[src/hw/rtl/rtp_sequence_loss_tracker_macros.svh]
// Assertion helpers for the sequence loss tracker.
`ifndef RTP_SEQUENCE_LOSS_TRACKER_MACROS_SVH
`define RTP_SEQUENCE_LOSS_TRACKER_MACROS_SVH

// Same-cycle implication, disabled while in reset.
`define RTPSLT_ASSERT_IMP(label, clk, rst_n, ante, cons, msg) \
    label: assert property (@(posedge clk) disable iff (!rst_n) (ante) |-> (cons)) \
        else $error(msg);

// Next-cycle implication, disabled while in reset.
`define RTPSLT_ASSERT_NEXT(label, clk, rst_n, ante, cons, msg) \
    label: assert property (@(posedge clk) disable iff (!rst_n) (ante) |=> (cons)) \
        else $error(msg);

`endif

[src/hw/rtl/rtpslt_pkg.sv]
package rtpslt_pkg;

    localparam int SEQ_W = 16;
    localparam int PT_W  = 7;
    localparam int LEN_W = 16;
    localparam int GAP_W = 15;
    localparam int EXT_W = 32;
    localparam int CNT_W = 32;

    // Serial-number half cycle: a distance of this or more is not ahead
    localparam logic [SEQ_W-1:0] SEQ_HALF = 16'h8000;

    typedef enum logic [1:0] {
        VERDICT_RECEIVED  = 2'd0,
        VERDICT_DISCARDED = 2'd1,
        VERDICT_FEC       = 2'd2
    } verdict_t;

    // Sequence tracking state
    typedef struct packed {
        logic             started;
        logic [SEQ_W-1:0] highest;
        logic [SEQ_W-1:0] wraps;
    } track_t;

    // Per-word classification handed from the update logic to the top
    typedef struct packed {
        verdict_t         verdict;
        logic [EXT_W-1:0] ext;
        logic [GAP_W-1:0] gap;
        logic [EXT_W-1:0] gap_first;
        track_t           track_next;
    } upd_t;

endpackage

[src/hw/rtl/rtpslt_ifs.sv]
// Packet header channel
interface rtpslt_hdr_if;
    logic                       valid;
    logic                       ready;
    logic [rtpslt_pkg::SEQ_W-1:0] sequence_number;
    logic [rtpslt_pkg::PT_W-1:0]  payload_kind;
    logic [rtpslt_pkg::LEN_W-1:0] payload_bytes;

    modport source (output valid, sequence_number, payload_kind, payload_bytes,
                    input ready);
    modport sink   (input valid, sequence_number, payload_kind, payload_bytes,
                    output ready);
endinterface

// Result channel
interface rtpslt_res_if;
    logic                         valid;
    logic                         ready;
    rtpslt_pkg::verdict_t         verdict;
    logic [rtpslt_pkg::EXT_W-1:0] extended_sequence;
    logic [rtpslt_pkg::GAP_W-1:0] gap_length;
    logic [rtpslt_pkg::EXT_W-1:0] gap_first_extended;
    logic [rtpslt_pkg::CNT_W-1:0] received_count;
    logic [rtpslt_pkg::CNT_W-1:0] received_byte_total;
    logic [rtpslt_pkg::CNT_W-1:0] lost_count;
    logic [rtpslt_pkg::CNT_W-1:0] discarded_count;
    logic [rtpslt_pkg::CNT_W-1:0] discarded_byte_total;
    logic [rtpslt_pkg::CNT_W-1:0] fec_count;
    logic [rtpslt_pkg::CNT_W-1:0] fec_byte_total;

    modport source (output valid, verdict, extended_sequence, gap_length,
                    gap_first_extended, received_count, received_byte_total,
                    lost_count, discarded_count, discarded_byte_total,
                    fec_count, fec_byte_total,
                    input ready);
    modport sink   (input valid, verdict, extended_sequence, gap_length,
                    gap_first_extended, received_count, received_byte_total,
                    lost_count, discarded_count, discarded_byte_total,
                    fec_count, fec_byte_total,
                    output ready);
endinterface

[src/hw/rtl/rtpslt_seq_update.sv]
// Classifies one header against the tracking state: FEC, first packet,
// late/duplicate, or ahead with a possible lost range.
module rtpslt_seq_update (
    input  rtpslt_pkg::track_t             track,
    input  logic [rtpslt_pkg::PT_W-1:0]    fec_type,
    input  logic [rtpslt_pkg::SEQ_W-1:0]   seq,
    input  logic [rtpslt_pkg::PT_W-1:0]    kind,
    output rtpslt_pkg::upd_t               upd
);
    import rtpslt_pkg::*;

    logic             fec_hit;
    logic [SEQ_W-1:0] seq_delta;
    logic [SEQ_W-1:0] gap_full;
    logic             ahead;
    logic             wrapped;
    logic [EXT_W-1:0] highest_ext;

    // serial compare against the highest number seen
    assign fec_hit     = (fec_type != '0) && (kind == fec_type);
    assign seq_delta   = seq - track.highest;
    assign ahead       = (seq_delta != '0) && (seq_delta < SEQ_HALF);
    assign gap_full    = seq_delta - SEQ_W'(1);
    assign wrapped     = seq < track.highest;
    // carry out of the low half steps the wrap count when highest is all ones
    assign highest_ext = {track.wraps, track.highest};

    always_comb
    begin
        upd.verdict    = VERDICT_DISCARDED;
        upd.ext        = {track.wraps, seq};
        upd.gap        = '0;
        upd.gap_first  = '0;
        upd.track_next = track;
        priority if (fec_hit)
        begin
            upd.verdict = VERDICT_FEC;
        end
        else if (!track.started)
        begin
            upd.verdict            = VERDICT_RECEIVED;
            upd.ext                = {{SEQ_W{1'b0}}, seq};
            upd.track_next.started = 1'b1;
            upd.track_next.highest = seq;
            upd.track_next.wraps   = '0;
        end
        else if (ahead)
        begin
            upd.verdict            = VERDICT_RECEIVED;
            upd.gap                = gap_full[GAP_W-1:0];
            if (gap_full != '0)
                upd.gap_first = highest_ext + EXT_W'(1);
            upd.track_next.highest = seq;
            if (wrapped)
                upd.track_next.wraps = track.wraps + SEQ_W'(1);
            upd.ext                = {upd.track_next.wraps, seq};
        end
        else
        begin
            upd.verdict = VERDICT_DISCARDED;
        end
    end

endmodule

[src/hw/rtl/rtp_sequence_loss_tracker.sv]
// RTP sequence loss tracker.
// hdr (sink): one packet header word per handshake: sequence number,
//   payload type and payload size. res (source): one result word per
//   header: verdict, extended sequence, lost range and running totals.
// cfg_we/cfg_wdata write the FEC payload type (0 disables FEC detection);
//   write it only while no header is in flight.
// A header accepted into the input register passes the state update and is
//   registered into the result register. One header per cycle while res is
//   not stalled; the state update is one serial compare, a subtract and the
//   counter adds, all between the input and result registers.
// Reset clears tracking, the wrap count, all totals, the FEC type and both
//   valid flags; the first non-FEC header after reset starts tracking.
// When res is stalled the result register holds its word and the input
//   register takes one more header; hdr.ready then drops until res drains.
module rtp_sequence_loss_tracker (
    input  logic                          clk,
    input  logic                          rst_n,
    rtpslt_hdr_if.sink                    hdr,
    rtpslt_res_if.source                  res,
    input  logic                          cfg_we,
    input  logic [rtpslt_pkg::PT_W-1:0]   cfg_wdata
);
    import rtpslt_pkg::*;

    `include "rtp_sequence_loss_tracker_macros.svh"

    logic [PT_W-1:0]  fec_type_reg;
    logic             in_valid_reg;
    logic [SEQ_W-1:0] in_seq_reg;
    logic [PT_W-1:0]  in_kind_reg;
    logic [LEN_W-1:0] in_bytes_reg;
    logic             out_valid_reg;
    track_t           track_reg;
    upd_t             upd;
    logic             advance;
    logic [CNT_W-1:0] bytes_ext;

    logic [CNT_W-1:0] rx_cnt_reg, rx_cnt_next;
    logic [CNT_W-1:0] rx_byt_reg, rx_byt_next;
    logic [CNT_W-1:0] lost_reg, lost_next;
    logic [CNT_W-1:0] dis_cnt_reg, dis_cnt_next;
    logic [CNT_W-1:0] dis_byt_reg, dis_byt_next;
    logic [CNT_W-1:0] fec_cnt_reg, fec_cnt_next;
    logic [CNT_W-1:0] fec_byt_reg, fec_byt_next;

    // config register
    always_ff @(posedge clk or negedge rst_n)
    begin
        if (!rst_n)
            fec_type_reg <= '0;
        else if (cfg_we)
            fec_type_reg <= cfg_wdata;
    end

    // input register moves on when the result register is free
    assign advance   = in_valid_reg && (!out_valid_reg || res.ready);
    assign hdr.ready = !in_valid_reg || advance;

    always_ff @(posedge clk or negedge rst_n)
    begin
        if (!rst_n)
            in_valid_reg <= 1'b0;
        else if (hdr.ready)
            in_valid_reg <= hdr.valid;
    end

    always_ff @(posedge clk)
    begin
        if (hdr.valid && hdr.ready)
        begin
            in_seq_reg   <= hdr.sequence_number;
            in_kind_reg  <= hdr.payload_kind;
            in_bytes_reg <= hdr.payload_bytes;
        end
    end

    rtpslt_seq_update u_update (
        .track    (track_reg),
        .fec_type (fec_type_reg),
        .seq      (in_seq_reg),
        .kind     (in_kind_reg),
        .upd      (upd)
    );

    // running totals after this word
    assign bytes_ext = {{(CNT_W-LEN_W){1'b0}}, in_bytes_reg};

    always_comb
    begin
        rx_cnt_next  = rx_cnt_reg;
        rx_byt_next  = rx_byt_reg;
        lost_next    = lost_reg + {{(CNT_W-GAP_W){1'b0}}, upd.gap};
        dis_cnt_next = dis_cnt_reg;
        dis_byt_next = dis_byt_reg;
        fec_cnt_next = fec_cnt_reg;
        fec_byt_next = fec_byt_reg;
        unique case (upd.verdict)
            VERDICT_RECEIVED:
            begin
                rx_cnt_next = rx_cnt_reg + CNT_W'(1);
                rx_byt_next = rx_byt_reg + bytes_ext;
            end
            VERDICT_DISCARDED:
            begin
                dis_cnt_next = dis_cnt_reg + CNT_W'(1);
                dis_byt_next = dis_byt_reg + bytes_ext;
            end
            VERDICT_FEC:
            begin
                fec_cnt_next = fec_cnt_reg + CNT_W'(1);
                fec_byt_next = fec_byt_reg + bytes_ext;
            end
            default:
            begin
                rx_cnt_next = rx_cnt_reg;
            end
        endcase
    end

    // tracking state and totals
    always_ff @(posedge clk or negedge rst_n)
    begin
        if (!rst_n)
        begin
            track_reg   <= '0;
            rx_cnt_reg  <= '0;
            rx_byt_reg  <= '0;
            lost_reg    <= '0;
            dis_cnt_reg <= '0;
            dis_byt_reg <= '0;
            fec_cnt_reg <= '0;
            fec_byt_reg <= '0;
        end
        else if (advance)
        begin
            track_reg   <= upd.track_next;
            rx_cnt_reg  <= rx_cnt_next;
            rx_byt_reg  <= rx_byt_next;
            lost_reg    <= lost_next;
            dis_cnt_reg <= dis_cnt_next;
            dis_byt_reg <= dis_byt_next;
            fec_cnt_reg <= fec_cnt_next;
            fec_byt_reg <= fec_byt_next;
        end
    end

    // result register
    always_ff @(posedge clk or negedge rst_n)
    begin
        if (!rst_n)
            out_valid_reg <= 1'b0;
        else if (advance)
            out_valid_reg <= 1'b1;
        else if (res.ready)
            out_valid_reg <= 1'b0;
    end

    always_ff @(posedge clk)
    begin
        if (advance)
        begin
            res.verdict              <= upd.verdict;
            res.extended_sequence    <= upd.ext;
            res.gap_length           <= upd.gap;
            res.gap_first_extended   <= upd.gap_first;
            res.received_count       <= rx_cnt_next;
            res.received_byte_total  <= rx_byt_next;
            res.lost_count           <= lost_next;
            res.discarded_count      <= dis_cnt_next;
            res.discarded_byte_total <= dis_byt_next;
            res.fec_count            <= fec_cnt_next;
            res.fec_byte_total       <= fec_byt_next;
        end
    end

    assign res.valid = out_valid_reg;

    // checks
    `RTPSLT_ASSERT_IMP(a_gap_only_received, clk, rst_n,
        res.valid && (res.verdict != VERDICT_RECEIVED),
        (res.gap_length == '0) && (res.gap_first_extended == '0),
        "lost range reported on a word that was not received")
    `RTPSLT_ASSERT_NEXT(a_stalled_word_held, clk, rst_n,
        in_valid_reg && !advance,
        in_valid_reg && $stable(in_seq_reg),
        "input register lost a stalled header")
    `RTPSLT_ASSERT_NEXT(a_lost_tracks_gap, clk, rst_n,
        advance,
        lost_reg == $past(lost_reg) + {{(CNT_W-GAP_W){1'b0}}, $past(upd.gap)},
        "lost total does not follow the reported gap")

endmodule
[src/flat_wrapper.sv]
// flat-port wrapper written by rule: the top's interface ports become plain ports
module rtp_sequence_loss_tracker_flat import rtpslt_pkg::*;
  (clk, rst_n, cfg_we, cfg_wdata, hdr_valid, hdr_sequence_number, hdr_payload_kind, hdr_payload_bytes, hdr_ready, res_valid, res_verdict, res_extended_sequence, res_gap_length, res_gap_first_extended, res_received_count, res_received_byte_total, res_lost_count, res_discarded_count, res_discarded_byte_total, res_fec_count, res_fec_byte_total, res_ready);
  rtpslt_hdr_if hdr_i ();
  rtpslt_res_if res_i ();
  input  logic clk;
  input  logic rst_n;
  input  logic cfg_we;
  input  logic [rtpslt_pkg::PT_W-1:0] cfg_wdata;
  input wire logic [$bits(hdr_i.valid)-1:0] hdr_valid;
  input wire logic [$bits(hdr_i.sequence_number)-1:0] hdr_sequence_number;
  input wire logic [$bits(hdr_i.payload_kind)-1:0] hdr_payload_kind;
  input wire logic [$bits(hdr_i.payload_bytes)-1:0] hdr_payload_bytes;
  output wire logic [$bits(hdr_i.ready)-1:0] hdr_ready;
  output wire logic [$bits(res_i.valid)-1:0] res_valid;
  output wire logic [$bits(res_i.verdict)-1:0] res_verdict;
  output wire logic [$bits(res_i.extended_sequence)-1:0] res_extended_sequence;
  output wire logic [$bits(res_i.gap_length)-1:0] res_gap_length;
  output wire logic [$bits(res_i.gap_first_extended)-1:0] res_gap_first_extended;
  output wire logic [$bits(res_i.received_count)-1:0] res_received_count;
  output wire logic [$bits(res_i.received_byte_total)-1:0] res_received_byte_total;
  output wire logic [$bits(res_i.lost_count)-1:0] res_lost_count;
  output wire logic [$bits(res_i.discarded_count)-1:0] res_discarded_count;
  output wire logic [$bits(res_i.discarded_byte_total)-1:0] res_discarded_byte_total;
  output wire logic [$bits(res_i.fec_count)-1:0] res_fec_count;
  output wire logic [$bits(res_i.fec_byte_total)-1:0] res_fec_byte_total;
  input wire logic [$bits(res_i.ready)-1:0] res_ready;
  assign hdr_i.valid = hdr_valid;
  assign hdr_i.sequence_number = hdr_sequence_number;
  assign hdr_i.payload_kind = hdr_payload_kind;
  assign hdr_i.payload_bytes = hdr_payload_bytes;
  assign hdr_ready = hdr_i.ready;
  assign res_valid = res_i.valid;
  assign res_verdict = res_i.verdict;
  assign res_extended_sequence = res_i.extended_sequence;
  assign res_gap_length = res_i.gap_length;
  assign res_gap_first_extended = res_i.gap_first_extended;
  assign res_received_count = res_i.received_count;
  assign res_received_byte_total = res_i.received_byte_total;
  assign res_lost_count = res_i.lost_count;
  assign res_discarded_count = res_i.discarded_count;
  assign res_discarded_byte_total = res_i.discarded_byte_total;
  assign res_fec_count = res_i.fec_count;
  assign res_fec_byte_total = res_i.fec_byte_total;
  assign res_i.ready = res_ready;
  rtp_sequence_loss_tracker u_core (.clk(clk), .rst_n(rst_n), .hdr(hdr_i), .res(res_i), .cfg_we(cfg_we), .cfg_wdata(cfg_wdata));
endmodule
[config.mk]
export PLATFORM = sky130hd
export DESIGN_NAME = rtp_sequence_loss_tracker_flat
export DESIGN_NICKNAME = d
export VERILOG_FILES = /design/src/hw/rtl/rtpslt_pkg.sv /design/src/hw/rtl/rtpslt_ifs.sv /design/src/hw/rtl/rtpslt_seq_update.sv /design/src/hw/rtl/rtp_sequence_loss_tracker.sv /design/src/flat_wrapper.sv
export VERILOG_INCLUDE_DIRS = /design/src /design/src/hw/rtl
export SDC_FILE = /design/constraint.sdc
export NUM_CORES = 1
export LEC_CHECK = 0
export ABC_AREA = 1
export BUFFER_PORTS_ARGS = -buffer_cell sky130_fd_sc_hd__buf_2
export CORE_AREA = 2 2 248 250
export DETAILED_ROUTE_END_ITERATION = 10
export DIE_AREA = 0 0 250 252
export MAX_ROUTING_LAYER = met4
export PLACE_DENSITY = 0.75
export SLEW_MARGIN = 10
export SYNTH_ARGS = -nofsm -noshare
export SYNTH_HDL_FRONTEND = slang
export SYNTH_SLANG_ARGS = --single-unit
[constraint.sdc]
create_clock -name clk -period 12.83 [get_ports clk]
set_clock_uncertainty 0.2 [all_clocks]
set_input_delay 1.283 -clock clk [delete_from_list [all_inputs] [get_ports clk]]
set_output_delay 1.283 -clock clk [all_outputs]
set_load 0.005 [all_outputs]
==> impl_metrics.py, run 1 <==
metrics = {
    "worst_setup_path": {
        "startpoint": "u_core.in_seq_reg[0]$_DFFE_PP_",
        "cpMostUsedCell": "nand2_1",
        "r2r_setup_slack_ns": 7.03,
        "critPathCapture": "u_core.lost_reg[28]$_DFFE_PN0P_",
        "crit_path_end_kind": "flop",
        "cp_data_required_time_ns": 13.07,
        "cp_max_fo": 15,
        "r2r-start": "u_core.in_seq_reg[0]$_DFFE_PP_",
        "path_class": "flop to flop",
        "critPathSlowestCell": "fa_1",
        "crit_arrival_ns": 6.03,
        "start_kind": "flop",
        "critPathMaxStageDelay_ns": 0.40,
        "r2r_cells": 36,
        "r2r-end": "u_core.lost_reg[28]$_DFFE_PN0P_",
    },
    "yosys": {
        "syn-instance-count": 3899,
        "synth_cell_types": 54,
        "ys.flop_type": "edfxtp_1",
        "synthAdderAreaFrac_pct": 3.65,
        "async_flop_share_pct": 43.6,
        "avgSynthCellArea_um2": 8.44,
        "yosys_warnings": 0,
        "synth_edf_count": 344,
        "synth_area_um2": 32900,
        "synth_compound_area_share_pct": 6.82,
        "seq_area_frac_synth_pct": 51.6,
        "ys_ff_latch": 610,
        "synthMuxAreaShare_pct": 0,
        "synth_xor_area_share_pct": 5.70,
        "synthSimpleGateAreaFrac_pct": 26.0,
        "synth_top_family_by_area": "simple AND/OR/NAND/NOR gates",
        "synth_fp_nets": 4043,
    },
    "placed_design": {
        "placement.cell_area_um2": 35200,
        "pre_cts_ws_ns": 7.09,
        "gp_congestion": 0.936,
        "dp_hpwl_um": 63300,
        "io_buffers": 357,
    },
    "routing": {
        "vias_per_cell": 5.37,
        "drcViolationCount": 0,
        "vias": 27161,
        "ant_nets": 0,
        "wl_per_cell_um": 17.4,
        "first_pass_iters": 6,
        "drt_iter0_markers": 2153,
        "wl_um": 88000,
    },
    "status": {
        "outcome": "completed",
    },
    "timing": {
        "period_share_pct": 45.2,
        "period_needed_ns": 5.80,
        "fin_ws_ns": 7.03,
        "setup_viol": 0,
        "max_freq_mhz": 173,
        "relSlewSlack_pct": 27.7,
        "rsz0062_at_grt": "no",
        "hold_violations": 0,
        "slew_viol_final": 0,
        "fin_tns_setup_ns": 0,
        "worstMarginPinSlew_ns": 1.08,
    },
    "global_route": {
        "track_usage_pct": 28.5,
        "grt_max_degree": 157,
        "grt_pass1_wl_um": 138000,
        "grt_overflow_total": 0,
        "first_global_vias": 25761,
        "antenna_found_initial": 1,
    },
    "layout": {
        "area_growth_pct": 13.8,
        "layout.nets": 4365,
        "utilization_pct": 62.3,
        "final_cell_area_um2": 37400,
        "multi_input_area_um2": 13900,
        "drive_gt1_share_pct": 12.4,
        "fill_cells": 5200,
        "final-seq-area_um2": 17000,
        "largest_reg_flops": 33,
    },
    "floorplanning": {
        "core_um2": 60100,
        "die_area_um2": 63000,
        "ios": 358,
        "start_util_pct": 54.7,
        "die_height_um": 252,
        "die-width_um": 250,
        "rows": 90,
    },
    "clocking": {
        "htreeDepth": 3,
        "cts_hold_buffers": 0,
        "clk_pin_slew_ns": 0.06,
        "cts_buffers": 67,
        "cts_tree": "yes",
        "ctsResizeCount": 0,
        "cts_sinks": 610,
        "cts_root_buffer": "clkbuf_16",
        "max-clock-path-buffers": 3,
        "post_cts_buffers": 0,
        "worstSkewPairLatency_ns": 0.61,
    },
    "job": {
        "cap_viol_max_count": 0,
    },
    "power": {
        "vdd_ir_drop_max_uv": 158,
        "power_density_nw_per_um2": 231,
        "p_leak_nw": 17.4,
    },
    "hold_path": {
        "worstHoldStart": "u_core.in_seq_reg[0]$_DFFE_PP_",
        "min_path_type": "flop to flop",
        "hold_depth": 0,
    },
}
-- critical path, delay by kind of cell (launching register included) --
kind            cells  cell delay, ns
flops               1            0.38
compound gates      3            0.58
fa+ha+maj           4            1.13
buf+inv             6            0.47
simple gates       23            2.84
-- power by group --
part           internal (mW)  switching (mW)  total, mW
Sequential              2.79           0.340       3.13
Combinational           1.10            2.39       3.49
Clock                   1.20           0.813       2.01
-- placed cells by master, fill, tap and decap left out, types with 7 or more instances in the layout --
cell / n
nand2_1: 1396
inv_1: 360
buf_2: 356
edfxtp_1: 344
nor2_1: 288
dfrtp_1: 266
o21ai_0: 200
nand3_1: 174
xor2_1: 153
a21oi_1: 106
ha_1: 88
nor3_1: 83
clkbuf_16: 69
xnor2_1: 61
nand4_1: 44
o21ai_1: 37
nor4_1: 27
a31oi_1: 24
o22ai_1: 15
buf_4: 14
o21ai_2: 13
clkbuf_1: 13
and2_1: 12
clkinv_2: 10
inv_2: 9
clkinv_1: 9
bufinv_16: 9
nand2_2: 8
nand3b_1: 7
-- layer usage --
metal,wire length [µm],track usage [%],vias up
met4,3950,12.4,0
met2,41200,45.0,815
met1,38000,37.0,12779
met3,4830,4.25,194
met5,0,-,-
li1,-,-,13373
-- stage by stage --
step                total power [mW]  std cells  hold slack [ns]
finish                          8.63       5058            0.256
global route                    9.22       5058            0.267
CTS                             8.67       5057            0.255
detailed placement              6.63       4934            0.242
global placement                6.57       4934            0.232
floorplan                       5.62       3899            0.226
-- cells by family (layout without fill, tap and decap cells) --
group,Yosys count,after routing
and+or+nand+nor,2075,2075
DFF,610,610
buffers and inverters,490,866
AOI/OAI and AO/OA,417,417
xor gates and xnor gates,214,214
adders and majority gates,93,93
other,0,1
-- final cells by class --
class                      instances  share of cell area, %
timing repair buffer             371                   5.08
clock buffer                      86                   4.89
antenna                            1                0.00668
tap                              782                   2.61
multi-input combinational       2799                   37.1
clock inverter                    37                   1.23
sequential                       610                   45.4
inverter                         372                   3.76
-- worst min-delay path by stage --
stage	endpoint	slack, ns
floorplan	u_core.res.extended_sequence[0]$_DFFE_PP_	0.23
global placement	u_core.res.extended_sequence[0]$_DFFE_PP_	0.23
detailed placement	u_core.res.extended_sequence[0]$_DFFE_PP_	0.24
CTS	u_core.res.extended_sequence[0]$_DFFE_PP_	0.26
global route	u_core.res.extended_sequence[0]$_DFFE_PP_	0.27
finish	u_core.res.extended_sequence[0]$_DFFE_PP_	0.26
-- cells in the mapped netlist (all sizes together), types with 2 or more instances --
| cell | count | area [µm²] |
|---|---|---|
| fa | 5 | 100 |
| o21bai | 4 | 30.0 |
| nand3 | 178 | 918 |
| nand4 | 44 | 275 |
| and3 | 5 | 31.3 |
| or2 | 8 | 50.1 |
| nor3 | 84 | 425 |
| clkbuf | 64 | 240 |
| nand3b | 7 | 52.6 |
| nor4 | 27 | 169 |
| o22ai | 15 | 93.8 |
| a21boi | 4 | 30.0 |
| o21ai | 250 | 1300 |
| dfrtp | 266 | 6660 |
| nor3b | 3 | 22.5 |
| o21a | 2 | 15.0 |
| buf | 54 | 405 |
| a21oi | 107 | 539 |
| nand2 | 1411 | 5370 |
| a21o | 5 | 37.5 |
| nor2 | 294 | 1140 |
| ha | 88 | 1100 |
| inv | 371 | 1400 |
| a211oi | 3 | 22.5 |
| xnor2 | 61 | 534 |
| and2 | 12 | 75.1 |
| xor2 | 153 | 1340 |
| edfxtp | 344 | 10300 |
| a31oi | 24 | 150 |
Power figures use the tool's default switching activity.
==> run 2, diff against run 1 <==
Settings changed: CORE_AREA 2 2 248 250 to 2 2 250 252, DIE_AREA 0 0 250 252 to 0 0 252 254, PLACE_DENSITY 0.75 to 0.77.
Clock period 12.83 ns to 5.1 ns, I/O delays scaled along.
==> run 2 against run 1 <==
Effect of this change:
- first-iteration DRC count decreased by 3.7%
- cell area is 3.0% higher
- register-to-register slack worse by 6.9 ns
- non-clock buffer count up 81
- sequential share of layout area fell by 1.3 points
- setup slack worse by 6.9 ns
- combinational power increased to 2.7 times the previous value
- total power rose to 2.6 times the previous value
- worst hold slack worse by 0.23 ns
- fmax up 18%
==> impl_metrics.py, run 2 (synthesis results as in run 1) <==
metrics = {
    "layout": {
        "layout_common_cells": "nand2_1, inv_1, buf_2",
        "drive_gt1_share_pct": 14.4,
        "layout.nets": 4446,
        "area_growth_pct": 17.2,
        "largest_reg_flops": 33,
        "final_cell_area_um2": 38600,
        "fill_cells": 5168,
        "final_common_cell": "nand2_1",
    },
    "timing": {
        "hold_violations": 0,
        "whs_ns": 0.0283,
        "setup_viol": 0,
        "max_freq_mhz": 203,
        "relSlewSlack_pct": 24.7,
        "worstMarginPinSlew_ns": 1.12,
        "slew_viol_final": 0,
        "period_needed_ns": 4.93,
        "period_share_pct": 96.6,
    },
    "routing": {
        "drcViolationCount": 0,
        "wl_um": 89200,
        "first_pass_iters": 5,
        "ant_nets": 0,
        "vias_per_cell": 5.35,
        "wl_per_cell_um": 17.3,
        "drt_iter0_markers": 2073,
        "vias": 27552,
    },
    "placed_design": {
        "io_buffers": 357,
        "dp_hpwl_um": 63000,
        "placement.cell_area_um2": 35300,
        "gp_congestion": 0.967,
    },
    "clocking": {
        "htreeDepth": 3,
        "cts_buffers": 67,
        "max-clock-path-buffers": 3,
        "cts_tree": "yes",
        "worstSkewPairLatency_ns": 0.60,
        "clk_pin_slew_ns": 0.06,
        "cts_root_buffer": "clkbuf_16",
        "cts_sinks": 610,
    },
    "worst_setup_path": {
        "cp_max_fo": 6,
        "critPathSlowestCell": "edfxtp_1",
        "crit_arrival_ns": 5.06,
        "cp_data_required_time_ns": 5.24,
        "r2r_cells": 35,
        "path_class": "flop to flop",
        "start_kind": "flop",
        "critPathMaxStageDelay_ns": 0.41,
        "crit_path_end_kind": "flop",
    },
    "job": {
        "cap_viol_max_count": 0,
    },
    "global_route": {
        "antenna_found_initial": 2,
        "first_global_vias": 25492,
        "grt_overflow_total": 0,
        "grt_max_degree": 126,
        "track_usage_pct": 27.9,
        "grt_pass1_wl_um": 137000,
    },
    "floorplanning": {
        "die-width_um": 252,
        "ios": 358,
        "core_um2": 61300,
        "die_height_um": 254,
        "die_area_um2": 64000,
        "rows": 91,
        "start_util_pct": 53.7,
    },
    "status": {
        "outcome": "completed",
    },
    "hold_path": {
        "hold_depth": 4,
        "min_path_type": "input pin to flop",
    },
    "power": {
        "power_density_nw_per_um2": 580,
        "p_leak_nw": 17.8,
        "vdd_ir_drop_max_uv": 348,
    },
}
-- run 2: cell count changes in the layout (fill, tap and decap cells not counted), sizes merged --
cell	before	now
buf	371	403
bufinv	9	10
clkbuf	86	84
clkinv	24	23
clkinvlp	2	3
diode	1	2
dlygate4sd3	0	48
-- run 2: worst max-delay path, delay by kind of cell (launching register included) --
family	cells	cell delay, ns
AO/OA/AOI/OAI	3	0.47
XOR/XNOR	1	0.15
adder cells (fa/ha/maj)	3	0.86
buffers and inverters	9	0.91
flip-flops	1	0.41
AND/OR/NAND/NOR	19	1.66
-- run 2: layout make-up --
type / instances / area, µm² / area share (%)
sequential: 610 / 17000 / 44.1
clock inverter: 38 / 479 / 1.24
timing repair buffer: 452 / 2720 / 7.06
clock buffer: 83 / 1820 / 4.72
inverter: 372 / 1410 / 3.66
antenna: 2 / 5.00 / 0.0130
multi-input combinational: 2799 / 14100 / 36.7
tap: 790 / 988 / 2.56
-- run 2: per-stage QoR --
stage	setup TNS (ns)	utilization, %	total power [mW]	setup slack [ns]	std cells
2_1_floorplan	0	-	14.0	0.190	3899
5_1_grt	-0.995	62.9	23.8	-0.100	5146
4_1_cts	0	62.3	22.0	0.0475	5125
3_3_place_gp	0	57.7	16.6	0.0636	4952
3_5_place_dp	-0.756	57.7	16.7	-0.184	4952
6_report	0	62.9	22.4	0.174	5146
-- run 2: report_power, final --
part / internal (mW) / total [mW] / leakage [nW] / switching (mW)
registers: 7.01 / 7.85 / 6.84 / 0.845
clock network: 3.06 / 5.10 / 1.13 / 2.04
logic: 3.16 / 9.41 / 9.84 / 6.25
total: 13.2 / 22.4 / 17.8 / 9.13
-- run 2: metal layers --
| layer | vias up | GRT usage [%] | wire length [µm] |
|---|---|---|---|
| li1 | 13518 | - | - |
| met1 | 13031 | 36.1 | 37900 |
| met2 | 846 | 44.4 | 42600 |
| met3 | 157 | 4.44 | 5480 |
| met4 | 0 | 11.1 | 3160 |
| met5 | - | - | 0 |
-- run 2: worst paths after layout --
path	from	end	slack (ns)
min in group asynchronous	rst_n	u_core.fec_cnt_reg[31]$_DFFE_PN0P_	0.36
hold / removal	res_ready	u_core.in_valid_reg$_DFFE_PN0N_	0.03
setup / recovery	u_core.in_seq_reg[0]$_DFFE_PP_	u_core.res.lost_count[12]$_DFFE_PP_	0.17
hold reg to reg	u_core.in_seq_reg[8]$_DFFE_PP_	u_core.res.extended_sequence[8]$_DFFE_PP_	0.28
setup reg to reg	u_core.in_seq_reg[0]$_DFFE_PP_	u_core.res.lost_count[12]$_DFFE_PP_	0.17
max in group asynchronous	rst_n	u_core.rx_cnt_reg[10]$_DFFE_PN0P_	3.32
-- run 2: repair_timing --
item                                   in CTS  in global routing
endpoints found under the hold margin     154                  0
setup endpoints to repair                  14                 45
buffers inserted                            4                 19
resized for setup                           8                 73
pin swaps                                   2                 26
hold buffers                               48                  0
